### src/rtl/kcl_pkg.sv
// shared types and constants of the keyed circular list engine
`default_nettype none

package kcl_pkg;

  // default sizes
  localparam int CAPACITY_DEF   = 16;
  localparam int DATA_WIDTH_DEF = 32;

  // fixed field widths of the channels
  localparam int FUNC_W   = 3;
  localparam int WORD_W   = 32;
  localparam int STATUS_W = 2;
  localparam int ECOUNT_W = 5;

  // operation selector
  typedef enum logic [FUNC_W-1:0] {
    F_PUSH_FRONT = 3'd0,
    F_PUSH_BACK  = 3'd1,
    F_INS_AFTER  = 3'd2,
    F_POP_FRONT  = 3'd3,
    F_POP_BACK   = 3'd4,
    F_DEL_AFTER  = 3'd5,
    F_DUMP       = 3'd6
  } func_t;

  // result status
  typedef enum logic [STATUS_W-1:0] {
    ST_OK        = 2'd0,
    ST_EMPTY     = 2'd1,
    ST_NOT_FOUND = 2'd2,
    ST_FULL      = 2'd3
  } status_t;

  // what a cell loads on the next edge
  typedef enum logic [2:0] {
    CMD_HOLD,
    CMD_LOAD,
    CMD_LEFT,
    CMD_RIGHT,
    CMD_HEAD
  } cell_cmd_t;

  typedef struct packed {
    cell_cmd_t cmd;
    logic      cmp_en;
  } cell_ctl_t;

endpackage

`default_nettype wire

### src/rtl/kcl_in_if.sv
// operation word channel
`default_nettype none

interface kcl_in_if import kcl_pkg::*; ();
  logic                     valid;
  logic                     ready;
  logic        [FUNC_W-1:0] func;
  logic signed [WORD_W-1:0] data_in;
  logic signed [WORD_W-1:0] search_key;

  modport source (output valid, func, data_in, search_key, input ready);
  modport sink   (input valid, func, data_in, search_key, output ready);
endinterface

`default_nettype wire

### src/rtl/kcl_out_if.sv
// result word channel
`default_nettype none

interface kcl_out_if import kcl_pkg::*; ();
  logic                       valid;
  logic                       ready;
  logic        [STATUS_W-1:0] status;
  logic signed [WORD_W-1:0]   data_out;
  logic        [ECOUNT_W-1:0] entry_count;
  logic                       last_out;

  modport source (output valid, status, data_out, entry_count, last_out, input ready);
  modport sink   (input valid, status, data_out, entry_count, last_out, output ready);
endinterface

`default_nettype wire

### src/rtl/keyed_circular_list_engine_core.sv
// top level of the keyed circular list engine: control and row of cells
//
//  channel  | dir | handshake        | payload
//  ---------+-----+------------------+-----------------------------------------
//  in_if    | in  | valid / ready    | func, data_in, search_key
//  out_if   | out | valid / ready    | status, data_out, entry_count, last_out
//
// every operation has an accept edge, where all cells compare
// their word with the key at once, and an execute step, where the cells shift,
// load or hold and the result word is registered
// a dump emits one word per cycle from cell 0 while the result is not stalled,
// as the row rotates by one per word, and leaves the list as it was
// reset (rst_n low, synchronous) empties the list; cell contents keep garbage
// a stalled result holds the block in place; in_if.ready is high only when idle
`default_nettype none

module keyed_circular_list_engine_core import kcl_pkg::*; #(
  parameter int CAPACITY   = CAPACITY_DEF,
  parameter int DATA_WIDTH = DATA_WIDTH_DEF
) (
  input  wire logic  clk,
  input  wire logic  rst_n,
  kcl_in_if.sink     in_if,
  kcl_out_if.source  out_if
);

  localparam int CW = $clog2(CAPACITY + 1);

  typedef enum logic [1:0] {
    S_IDLE,
    S_EXEC,
    S_DUMP
  } state_t;

  state_t                state_r;
  func_t                 func_r;
  logic [DATA_WIDTH-1:0] val_r;
  logic [CW-1:0]         cnt_r, cnt_nxt;
  logic [CW-1:0]         idx_r;

  // result register
  logic                       out_valid_r;
  status_t                    status_r, status_nxt;
  logic signed [WORD_W-1:0]   data_r, data_nxt;
  logic        [ECOUNT_W-1:0] ecount_r;
  logic                       last_r, last_nxt;

  // row of cells
  logic [DATA_WIDTH-1:0] words [CAPACITY];
  logic [CAPACITY-1:0]   match;
  logic [CAPACITY-1:0]   vld, tail, at_cnt;
  cell_cmd_t             cmd [CAPACITY];

  logic [DATA_WIDTH-1:0] key_w;
  logic                  in_fire, out_free, step, done;
  logic [CAPACITY-1:0]   hit, first, upto;
  logic                  found, tail_hit, full, empty;

  assign in_if.ready = (state_r == S_IDLE);
  assign in_fire     = in_if.valid && in_if.ready;
  assign out_free    = !out_valid_r || out_if.ready;
  assign step        = (state_r != S_IDLE) && out_free;

  // sign-extend or cut the key to the stored width
  assign key_w = DATA_WIDTH'(in_if.search_key);

  // position masks from the count
  for (genvar i = 0; i < CAPACITY; i++) begin : g_pos
    assign vld[i]    = cnt_r > CW'(i);
    assign tail[i]   = cnt_r == CW'(i + 1);
    assign at_cnt[i] = cnt_r == CW'(i);
  end

  // first matching valid cell as a one-hot, and everything up to it
  assign hit      = match & vld;
  assign first    = hit & (~hit + 1'b1);
  assign upto     = first | (first - 1'b1);
  assign found    = |hit;
  assign tail_hit = |(first & tail);
  assign full     = cnt_r == CW'(CAPACITY);
  assign empty    = cnt_r == '0;

  always_comb begin
    for (int i = 0; i < CAPACITY; i++) begin
      cmd[i] = CMD_HOLD;
    end
    cnt_nxt    = cnt_r;
    status_nxt = ST_OK;
    data_nxt   = '0;
    last_nxt   = 1'b1;
    done       = 1'b1;

    case (func_r)
      F_PUSH_FRONT: begin
        if (full) begin
          status_nxt = ST_FULL;
        end else begin
          // everyone moves one place toward the tail
          for (int i = 0; i < CAPACITY; i++) begin
            cmd[i] = (i == 0) ? CMD_LOAD : CMD_LEFT;
          end
          cnt_nxt = cnt_r + 1'b1;
        end
      end
      F_PUSH_BACK: begin
        if (full) begin
          status_nxt = ST_FULL;
        end else begin
          for (int i = 0; i < CAPACITY; i++) begin
            if (at_cnt[i]) cmd[i] = CMD_LOAD;
          end
          cnt_nxt = cnt_r + 1'b1;
        end
      end
      F_INS_AFTER: begin
        if (empty) begin
          status_nxt = ST_EMPTY;
        end else if (!found) begin
          status_nxt = ST_NOT_FOUND;
        end else if (full) begin
          status_nxt = ST_FULL;
        end else begin
          // cells past the match open a gap right behind it
          for (int i = 0; i < CAPACITY; i++) begin
            if (!upto[i]) begin
              cmd[i] = (i > 0 && first[i - 1]) ? CMD_LOAD : CMD_LEFT;
            end
          end
          cnt_nxt = cnt_r + 1'b1;
        end
      end
      F_POP_FRONT: begin
        if (empty) begin
          status_nxt = ST_EMPTY;
        end else begin
          for (int i = 0; i < CAPACITY; i++) begin
            cmd[i] = CMD_RIGHT;
          end
          cnt_nxt = cnt_r - 1'b1;
        end
      end
      F_POP_BACK: begin
        if (empty) begin
          status_nxt = ST_EMPTY;
        end else begin
          cnt_nxt = cnt_r - 1'b1;
        end
      end
      F_DEL_AFTER: begin
        if (empty) begin
          status_nxt = ST_EMPTY;
        end else if (!found) begin
          status_nxt = ST_NOT_FOUND;
        end else begin
          // successor of the tail is the head: then the whole row closes up
          for (int i = 0; i < CAPACITY; i++) begin
            if (tail_hit || !upto[i]) cmd[i] = CMD_RIGHT;
          end
          cnt_nxt = cnt_r - 1'b1;
        end
      end
      F_DUMP: begin
        if (empty) begin
          status_nxt = ST_EMPTY;
        end else begin
          // emit the head and rotate the valid part of the row by one
          data_nxt = WORD_W'($signed(words[0]));
          last_nxt = (CW'(idx_r + 1'b1) == cnt_r);
          done     = last_nxt;
          for (int i = 0; i < CAPACITY; i++) begin
            if (tail[i])     cmd[i] = CMD_HEAD;
            else if (vld[i]) cmd[i] = CMD_RIGHT;
          end
        end
      end
      default: begin
        // unused selector: nothing changes
      end
    endcase
  end

  for (genvar i = 0; i < CAPACITY; i++) begin : g_cell
    cell_ctl_t             ctl;
    logic [DATA_WIDTH-1:0] left_w, right_w;

    assign ctl.cmd    = step ? cmd[i] : CMD_HOLD;
    assign ctl.cmp_en = in_fire;

    if (i == 0) begin : g_first
      assign left_w = val_r;
    end else begin : g_mid_l
      assign left_w = words[i - 1];
    end
    if (i == CAPACITY - 1) begin : g_last
      assign right_w = words[i];
    end else begin : g_mid_r
      assign right_w = words[i + 1];
    end

    kcl_cell #(
      .DATA_WIDTH (DATA_WIDTH)
    ) u_cell (
      .clk        (clk),
      .ctl        (ctl),
      .load_word  (val_r),
      .left_word  (left_w),
      .right_word (right_w),
      .head_word  (words[0]),
      .key_word   (key_w),
      .word       (words[i]),
      .match      (match[i])
    );
  end

  always_ff @(posedge clk) begin
    if (!rst_n) begin
      state_r     <= S_IDLE;
      cnt_r       <= '0;
      idx_r       <= '0;
      out_valid_r <= 1'b0;
    end else begin
      case (state_r)
        S_IDLE: begin
          if (in_fire) begin
            state_r <= S_EXEC;
          end
        end
        S_EXEC, S_DUMP: begin
          if (step) begin
            state_r <= done ? S_IDLE : S_DUMP;
          end
        end
        default: state_r <= S_IDLE;
      endcase

      if (in_fire) begin
        idx_r <= '0;
      end else if (step) begin
        idx_r <= idx_r + 1'b1;
      end

      if (step) begin
        cnt_r       <= cnt_nxt;
        out_valid_r <= 1'b1;
      end else if (out_if.ready) begin
        out_valid_r <= 1'b0;
      end
    end
  end

  // operation word and result payload need no reset
  always_ff @(posedge clk) begin
    if (in_fire) begin
      func_r <= func_t'(in_if.func);
      val_r  <= DATA_WIDTH'(in_if.data_in);
    end
    if (step) begin
      status_r <= status_nxt;
      data_r   <= data_nxt;
      ecount_r <= ECOUNT_W'(cnt_nxt);
      last_r   <= last_nxt;
    end
  end

  assign out_if.valid       = out_valid_r;
  assign out_if.status      = status_r;
  assign out_if.data_out    = data_r;
  assign out_if.entry_count = ecount_r;
  assign out_if.last_out    = last_r;

endmodule

`default_nettype wire

### src/rtl/kcl_cell.sv
// one list position: stored word, neighbor mux and key compare
`default_nettype none

module kcl_cell import kcl_pkg::*; #(
  parameter int DATA_WIDTH = DATA_WIDTH_DEF
) (
  input  wire logic                  clk,
  input  wire cell_ctl_t             ctl,
  input  wire logic [DATA_WIDTH-1:0] load_word,
  input  wire logic [DATA_WIDTH-1:0] left_word,
  input  wire logic [DATA_WIDTH-1:0] right_word,
  input  wire logic [DATA_WIDTH-1:0] head_word,
  input  wire logic [DATA_WIDTH-1:0] key_word,
  output logic      [DATA_WIDTH-1:0] word,
  output logic                       match
);

  logic [DATA_WIDTH-1:0] word_r, word_nxt;
  logic                  match_r;

  always_comb begin
    case (ctl.cmd)
      CMD_LOAD:  word_nxt = load_word;
      CMD_LEFT:  word_nxt = left_word;
      CMD_RIGHT: word_nxt = right_word;
      CMD_HEAD:  word_nxt = head_word;
      default:   word_nxt = word_r;
    endcase
  end

  always_ff @(posedge clk) begin
    word_r <= word_nxt;
    if (ctl.cmp_en) begin
      match_r <= (word_r == key_word);
    end
  end

  assign word  = word_r;
  assign match = match_r;

endmodule

`default_nettype wire

### src/flat_wrapper.sv
// flat-port wrapper written by rule: the top's interface ports become plain ports
module keyed_circular_list_engine_core_flat import kcl_pkg::*;
#(
  parameter int CAPACITY   = CAPACITY_DEF,
  parameter int DATA_WIDTH = DATA_WIDTH_DEF
)
  (clk, rst_n, in_if_valid, in_if_func, in_if_data_in, in_if_search_key, in_if_ready, out_if_valid, out_if_status, out_if_data_out, out_if_entry_count, out_if_last_out, out_if_ready);
  kcl_in_if in_if_i ();
  kcl_out_if out_if_i ();
  input  wire logic clk;
  input  wire logic rst_n;
  input wire logic [$bits(in_if_i.valid)-1:0] in_if_valid;
  input wire logic [$bits(in_if_i.func)-1:0] in_if_func;
  input wire logic [$bits(in_if_i.data_in)-1:0] in_if_data_in;
  input wire logic [$bits(in_if_i.search_key)-1:0] in_if_search_key;
  output wire logic [$bits(in_if_i.ready)-1:0] in_if_ready;
  output wire logic [$bits(out_if_i.valid)-1:0] out_if_valid;
  output wire logic [$bits(out_if_i.status)-1:0] out_if_status;
  output wire logic [$bits(out_if_i.data_out)-1:0] out_if_data_out;
  output wire logic [$bits(out_if_i.entry_count)-1:0] out_if_entry_count;
  output wire logic [$bits(out_if_i.last_out)-1:0] out_if_last_out;
  input wire logic [$bits(out_if_i.ready)-1:0] out_if_ready;
  assign in_if_i.valid = in_if_valid;
  assign in_if_i.func = in_if_func;
  assign in_if_i.data_in = in_if_data_in;
  assign in_if_i.search_key = in_if_search_key;
  assign in_if_ready = in_if_i.ready;
  assign out_if_valid = out_if_i.valid;
  assign out_if_status = out_if_i.status;
  assign out_if_data_out = out_if_i.data_out;
  assign out_if_entry_count = out_if_i.entry_count;
  assign out_if_last_out = out_if_i.last_out;
  assign out_if_i.ready = out_if_ready;
  keyed_circular_list_engine_core #(.CAPACITY(CAPACITY), .DATA_WIDTH(DATA_WIDTH)) u_core (.clk(clk), .rst_n(rst_n), .in_if(in_if_i), .out_if(out_if_i));
endmodule
### config.mk
export PLATFORM = sky130hd
export DESIGN_NAME = keyed_circular_list_engine_core_flat
export DESIGN_NICKNAME = d
export VERILOG_FILES = /design/src/rtl/kcl_pkg.sv /design/src/rtl/kcl_in_if.sv /design/src/rtl/kcl_out_if.sv /design/src/rtl/keyed_circular_list_engine_core.sv /design/src/rtl/kcl_cell.sv /design/src/flat_wrapper.sv
export SDC_FILE = /design/constraint.sdc
export NUM_CORES = 2
export LEC_CHECK = 0
export ABC_AREA = 1
export BUFFER_PORTS_ARGS = -buffer_cell sky130_fd_sc_hd__buf_2
export CAP_MARGIN = 20
export CELL_PAD_IN_SITES_DETAIL_PLACEMENT = 0
export CELL_PAD_IN_SITES_GLOBAL_PLACEMENT = 1
export CORE_MARGIN = 5
export CORE_UTILIZATION = 45
export CTS_CLUSTER_SIZE = 16
export DETAILED_ROUTE_END_ITERATION = 10
export PLACE_DENSITY_LB_ADDON = 0.15
export SYNTH_ARGS = -nofsm -noshare
export SYNTH_HDL_FRONTEND = slang
export SYNTH_SLANG_ARGS = --single-unit
### constraint.sdc
create_clock -name clk -period 10.7 [get_ports clk]
set_input_delay 0.535 -clock clk [delete_from_list [all_inputs] [get_ports clk]]
set_output_delay 0.535 -clock clk [all_outputs]
set_load 0.02 [all_outputs]
Word level (Yosys, flattened, before mapping). Index checks and enable logic that the tools add are counted.

Reduce and logical (&&, ||, !) cells: 68. $lt $le $gt $ge: 16. Bitwise logic cells: 7. Equal/unequal tests: 105. $add $sub $neg: 5. Mux-type cells: 159.

Operators by type and width (number): $pmux 32 s4 (13); $eq 32x32->1 (16); $mux 48 (7); $pmux 48 s6 (1); $pmux 32 s3 (2); $mux 3 (47); $mux 2 (56); $eq 3x2->1 const B (33); $pmux 32 s2 (1); $eq 3x3->1 const B (18); $reduce_bool 4->1 (13); $eq 3x1->1 const B (17); $and 16x16->16 (3); $mux 47 (1); $mux 46 (1); $eq 5x4->1 const B (8); $gt 5x4->1 const B (8); $reduce_or 16->1 (2); $mux 5 (6); $mux 1 (21); $eq 5x3->1 const B (4); $gt 5x3->1 const B (4); $pmux 5 s4 (1); $logic_not 1->1 (17); other kinds (29) (60).

Bits of input ports: 71. Logic and storage cells: 402. Register bits after elaboration: 616.

Logic depth before layout (Yosys ltp).
Word-level depth: 17. Depth in mapped cells: 24.

By module. Synthesis repeated with hierarchy kept, for this count alone.

Cell total of the unflattened synthesis: 6895. Area total of the unflattened synthesis: 44934.3 um2.

By module, submodules not included: kcl_cell (seq. area each 991.0 um2, area an instance 2449.8 um2, times used 16, cells an instance 383); keyed_circular_list_engine_core (seq. area each 2512.4 um2, area an instance 5736.8 um2, times used 1, cells an instance 767).

Worst setup path before layout. No wires, ideal clock.

Path type: register -> register. Start: reg u_core.cnt_r[0]. End: reg u_core.g_cell[15].u_cell.word_r[0] (enable). Arrival time: 4.362 ns. Cell stages (with the launch flop): 19. Buffers on the path: 4. Clock period less this slack: 4.793 ns. Path slack: 5.907 ns. Path through: dfxtp_1 -> buf_2 -> inv_2 -> buf_1 -> ha_1 -> nand3_1 -> nand2_1 -> nand2_2 -> nor2_2 -> nand2_2 -> nor2_8 -> nor2_8 -> nand2_2 -> inv_2 -> nand2_4 -> buf_6 -> nand4_1 -> buf_2 -> o211ai_1.

Word-level cells in the longest chain between the ends: 16. Elaborated cells on any way between the ends: 65. Classes of those cells: add/sub (2); order compare (16); eq/ne (19); mux (17); bitwise (5); reduce/logical (6).

Ends and longest elaborated chain: start: declaration (RTL line keyed_circular_list_engine_core.sv:38) `logic [CW-1:0] cnt_r, cnt_nxt;`; start signal: assignment (RTL line keyed_circular_list_engine_core.sv:243) `cnt_r <= cnt_nxt;`; $gt 5x1->1 (tied with other cells) (RTL line keyed_circular_list_engine_core.sv:69) `assign vld[i] = cnt_r > CW'(i);`; $and 16x16->16 (RTL line keyed_circular_list_engine_core.sv:75) `assign hit = match & vld;`; $not 16->16 (RTL line keyed_circular_list_engine_core.sv:76) `assign first = hit & (~hit + 1'b1);`; $add 16x1->16 (RTL line keyed_circular_list_engine_core.sv:76); $and 16x16->16 (RTL line keyed_circular_list_engine_core.sv:76); $sub 16x1->16 (RTL line keyed_circular_list_engine_core.sv:77) `assign upto = first | (first - 1'b1);`; $or 16x16->16 (RTL line keyed_circular_list_engine_core.sv:77); $logic_not 1->1; $logic_or 1x1->1 (RTL line keyed_circular_list_engine_core.sv:157) `if (tail_hit || !upto[i]) cmd[i] = CMD_RIGHT;`; $mux 2 (RTL line keyed_circular_list_engine_core.sv:157); $mux 48 (RTL line keyed_circular_list_engine_core.sv:152) `end else if (!found) begin`; $mux 48 (RTL line keyed_circular_list_engine_core.sv:150) `if (empty) begin`; $pmux 48 s6 * (RTL line keyed_circular_list_engine_core.sv:93) `case (func_r)`; $mux 3 * (RTL line keyed_circular_list_engine_core.sv:186) `assign ctl.cmd = step ? cmd[i] : CMD_HOLD;`; $eq 3x3->1 (tied with other cells) (RTL line kcl_cell.sv:22) `case (ctl.cmd)`; $reduce_bool 3->1 (no source line) *; end signal: assignment (RTL line kcl_cell.sv:32) `word_r <= word_nxt;`; end: declaration (RTL line kcl_cell.sv:18) `logic [DATA_WIDTH-1:0] word_r, word_nxt;`.

Every way passes the cells marked *; elsewhere a longest branch is shown, timed or not. A chain may end at the register's enable or synchronous reset.

Final worst setup path.
Start: reg u_core.cnt_r[0]. End: reg u_core.g_cell[2].u_cell.word_r[0] (enable).

Word-level cells in the longest chain between the ends: 16. Elaborated cells on any way between the ends: 66. Classes of those cells: add/sub (2); order compare (16); eq/ne (20); mux (17); bitwise (5); reduce/logical (6).

Ends and longest elaborated chain (RTL line): $gt 5x1->1 or $gt 5x2->1 (tied branches) (keyed_circular_list_engine_core.sv:69); $and 16x16->16 (keyed_circular_list_engine_core.sv:75); $not 16->16 (keyed_circular_list_engine_core.sv:76); $add 16x1->16 (keyed_circular_list_engine_core.sv:76); $and 16x16->16 (keyed_circular_list_engine_core.sv:76); $sub 16x1->16 (keyed_circular_list_engine_core.sv:77); $or 16x16->16 (keyed_circular_list_engine_core.sv:77); $logic_not 1->1; $logic_or 1x1->1 (keyed_circular_list_engine_core.sv:157); $mux 2 (keyed_circular_list_engine_core.sv:157); $mux 48 (keyed_circular_list_engine_core.sv:152); $mux 48 (keyed_circular_list_engine_core.sv:150); $pmux 48 s6 * (keyed_circular_list_engine_core.sv:93); $mux 3 * (keyed_circular_list_engine_core.sv:186); $eq 3x3->1 (tied with other cells) (kcl_cell.sv:22); $reduce_bool 4->1 (no source line) *; end signal: assignment (kcl_cell.sv:32); end: declaration (kcl_cell.sv:18).

Marks and branches as above.

==> results.md <==
* Number of buffers inserted during clock tree synthesis at 78
* Vias in the first global route at 39600
* Instance count along the most critical hold path at 1
* Post-synthesis to final-layout area growth at 8.34%
* Syn nets at 5231
* Count of pins on the block boundary at 113
* Tot Pwr at 7.34 mW
* Most common cell in the synthesized netlist: sky130_fd_sc_hd__nand2_1
* Power per cell area at 159 mW/mm^2
* Maximum vdd ir drop at 0.000123 V
* Post-synthesis mux area share at 0%
* Post-synthesis area per instance at 8.24 sq um
* Count of final setup violators at 0
* Number of warnings issued by yosys at 0
* Top cells by count, synth: 1131 x sky130_fd_sc_hd__nand2_1, 1018 x sky130_fd_sc_hd__nand4_1, 685 x sky130_fd_sc_hd__nand3_1
* Die height at 317 um
* Simple-gate area share of the yosys netlist at 38.6%
* Switching power share of the total at 33.0%
* Relative slew margins at 19.6%
* Most instantiated flip-flop cell in the synthesis netlist: sky130_fd_sc_hd__edfxtp_1
* Mapped cell area at 0.0425 sq mm
* Weighted congestion reported at the end of routability-driven placement at 0.969
* Logic gate share of total power at 19.6%
* Post-synthesis cell count at 5151
* Critical path endpoint category: register
* Placed Cells incl. Taps at 6093
* Adder-Cell Fraction of Synth Area at 0.265%
* Final Net Count at 5004
* Post-synthesis xor/xnor area fraction at 8.56%
* Overflow after GRT at 0
* Count of unresolved DRC violations after routing at 0
* Cell variety after synth at 47
* Die Outline Area at 0.101 sq mm
* End-of-flow core utilization at 49.2%
* Total wire length after detailed routing at 184 mm
* Starting DRC count in detailed routing at 6276
* Worst setup path class: reg -> reg
* Unrepaired setup endpoints after global routing: no
* Global-route wire length before repair at 270 mm
* Cell count of the worst reg-to-reg path at 15
* Library cell occupying the most area in the post-synthesis netlist: sky130_fd_sc_hd__edfxtp_1
* Number of filler instances in the final layout at 9150
* Slew @ Worst Pin at 1.20 ns
* Setup crit start kind: register
* Hold violation total from the final report at 0
* Combinational family with the most area after synthesis: simple AND/OR/NAND/NOR gates
* PortBufs at 112
* Die width at 317 um
* Clock power share at 38.1%
* Accumulated negative setup slack at 0 ns
* Post-layout minimum cycle time at 6.53 ns
* Peak fanout along the critical path at 34
* Area used by multi-input combinational logic at 0.0211 sq mm
* Share of the clock period used by the worst path at 61.0%
* Number of max-slew violations in the final report at 0
* Pin count of the biggest net entering global routing at 139
* Power share of the sequential group at 42.3%
* Area contributors post-synth: sky130_fd_sc_hd__edfxtp_1 43%, sky130_fd_sc_hd__nand4_1 15%, sky130_fd_sc_hd__nand2_1 10%
* Antenna-violating nets left at 0
* GRT Total Usage at 35.4%
* Post-synthesis register bit count at 616
* Fraction of layout cells with a size suffix above 1 at 10.4%
* Clock root buffer: sky130_fd_sc_hd__clkbuf_16
* Achievable clock frequency at 153 MHz
* Data arrival time of the worst path at 6.59 ns
* Run status: complete, no violations
* CTS tree: done
* Register cell area after layout at 0.0184 sq mm
* Clock slew seen by the registers of the worst setup and hold paths at 0.06 ns
* Via count normalized by instance count at 6.70
* Detailed-routing iteration count for the pre-antenna-repair pass at 6
* Sequential fraction of the synthesis area at 43.3%
* Non-filler instance count after layout at 6238
* Tightest Hold Check Type: in -> reg
* Core Region at 0.0935 sq mm
* Lkg Pwr at 16.4 nW
* Post-detailed-placement half-perimeter wirelength at 131 mm
* Clock Skew at 0.0300 ns
* Number of enable-type register cells in the synthesized netlist at 603
* Post-cts repair resize count at 0
* Internal power contribution at 4.92 mW
* Hold Buf Count CTS at 0
* Number of vias in the routed layout at 41800
* Hold slack at 0.0461 ns
* Number of sinks driven by the clock tree at 616
* Avg WL per Cell at 29.4 um
* Synthesized-area fraction occupied by ao, oa, aoi and oai cells at 1.96%
* Antenna violations before repair at 8
* Std-Cell Rows at 112
* Buffer depth of the longest clock path at 3
* Count of H-tree levels built during CTS at 3
* FFs w/ async S/R, synth at 0%
* Max-cap check violation count at 0
* Effective utilization at floorplan at 45.4%
* Post-CTS setup repair buffer count at 0
* Area share of the largest cell type after synthesis at 42.6%
* Switching pwr at 2.42 mW
* Clock latency on the worst-skew pair at 0.66 ns
* Data required time at the worst endpoint at 10.76 ns
[cells in the final DEF (no fill, tap or decap), types with 5 or more instances in the layout]
master                      instances
sky130_fd_sc_hd__nand3_2           23
sky130_fd_sc_hd__xor2_1           230
sky130_fd_sc_hd__nor2_1           142
sky130_fd_sc_hd__dfxtp_1           13
sky130_fd_sc_hd__nor2_2            21
sky130_fd_sc_hd__o21ai_1            5
sky130_fd_sc_hd__and3_1             8
sky130_fd_sc_hd__nand3_1          681
sky130_fd_sc_hd__nor2_4            14
sky130_fd_sc_hd__nand2_2           19
sky130_fd_sc_hd__nand2_4            6
sky130_fd_sc_hd__o21ai_0           44
sky130_fd_sc_hd__ha_1               9
sky130_fd_sc_hd__bufinv_16         11
sky130_fd_sc_hd__o2111ai_1         11
sky130_fd_sc_hd__nand3_4           10
sky130_fd_sc_hd__o22ai_1           13
sky130_fd_sc_hd__inv_1            192
sky130_fd_sc_hd__nand2_1         1130
sky130_fd_sc_hd__o211ai_1          11
sky130_fd_sc_hd__or2_2             58
sky130_fd_sc_hd__inv_2              9
sky130_fd_sc_hd__buf_2            116
sky130_fd_sc_hd__clkbuf_16         81
sky130_fd_sc_hd__a221oi_1          10
sky130_fd_sc_hd__a21oi_1           27
sky130_fd_sc_hd__xnor2_1          185
sky130_fd_sc_hd__nand4_1         1018
sky130_fd_sc_hd__nor4_1            56
sky130_fd_sc_hd__clkinv_2           5
sky130_fd_sc_hd__buf_4            124
sky130_fd_sc_hd__nor3_1            21
sky130_fd_sc_hd__clkinv_1          16
sky130_fd_sc_hd__clkbuf_1          19
sky130_fd_sc_hd__edfxtp_1         603
[layout make-up]
class / count / area share, %
multi-input combinational: 3781 / 45.8
sequential: 616 / 39.9
clock buffer: 102 / 4.62
timing repair buffer: 245 / 3.55
tap: 1254 / 3.41
inverter: 202 / 1.66
clock inverter: 36 / 1.01
antenna: 2 / 0.0109
[critical path: stages, from the launching register on]
cell and delay (ns):
sky130_fd_sc_hd__dfxtp_1 0.44, sky130_fd_sc_hd__inv_2 0.35, sky130_fd_sc_hd__ha_1 0.23, sky130_fd_sc_hd__nand3_1 0.33, sky130_fd_sc_hd__nand2_1 0.34, sky130_fd_sc_hd__nand2_2 0.14
sky130_fd_sc_hd__nor2_2 0.23, sky130_fd_sc_hd__nand2_2 0.14, sky130_fd_sc_hd__nor2_8 0.24, sky130_fd_sc_hd__nor2_8 0.08, sky130_fd_sc_hd__nand2_2 0.28, sky130_fd_sc_hd__inv_2 0.14
sky130_fd_sc_hd__nand2_4 0.48, sky130_fd_sc_hd__nand3_4 0.56, sky130_fd_sc_hd__nand2_2 0.84, sky130_fd_sc_hd__nand3_2 1.03
[logic make-up (layout without fill, tap and decap cells)]
logic type,Yosys count,count (layout)
other cells,0,2
buf+inv,754,585
fa+ha+maj,9,9
flops,616,616
compound gates,135,135
xor+xnor,415,415
simple gates,3222,3222
[path summary, 6_finish.rpt]
kind,from,to,slack (ns)
max reg2reg,u_core.cnt_r[0],u_core.g_cell[2].u_cell.word[0],4.17
max,u_core.cnt_r[0],u_core.g_cell[2].u_cell.word[0],4.17
min reg2reg,u_core.state_r[0],u_core.state_r[0],0.49
min,in_if_data_in[30],u_core.g_cell[0].left_w[30],0.05
[sequential cells by signal (all words and copies together) (netlist names), 2 cells and up]
signal / count
u_core.cnt_r: 5
u_core.func_r: 3
u_core.g_cell.left_w: 32
u_core.g_cell.u_cell.match: 16
u_core.g_cell.u_cell.word: 512
u_core.idx_r: 5
u_core.out_if.data_out: 32
u_core.out_if.entry_count: 5
u_core.out_if.status: 2
u_core.state_r: 2
[power groups by stage]
stage / combinational, mW / clock, mW / sequential, mW
2_1_floorplan: 1.02 / 0 / 3.01
3_3_place_gp: 1.38 / 0 / 3.14
3_5_place_dp: 1.39 / 0 / 3.14
4_1_cts: 1.39 / 2.81 / 3.09
5_1_grt: 1.54 / 2.90 / 3.11
6_report: 1.43 / 2.80 / 3.10
[through the flow]
step / instance area [sq um] / worst slack, ns
floorplan: 42500 / 5.91
global placement: 43300 / 4.34
detailed placement: 43300 / 4.25
CTS: 45900 / 4.24
global route: 46000 / 3.86
finish: 46000 / 4.17
[metal layers]
layer / routed length [um] / share of wire [%] / track usage, %
met5: 45 / 0.025 / 0
met4: 7850 / 4.3 / 12.8
met3: 20800 / 11 / 8.78
met2: 81200 / 44 / 53.7
met1: 73700 / 40 / 49.6
(Power assumes the default switching activity.)
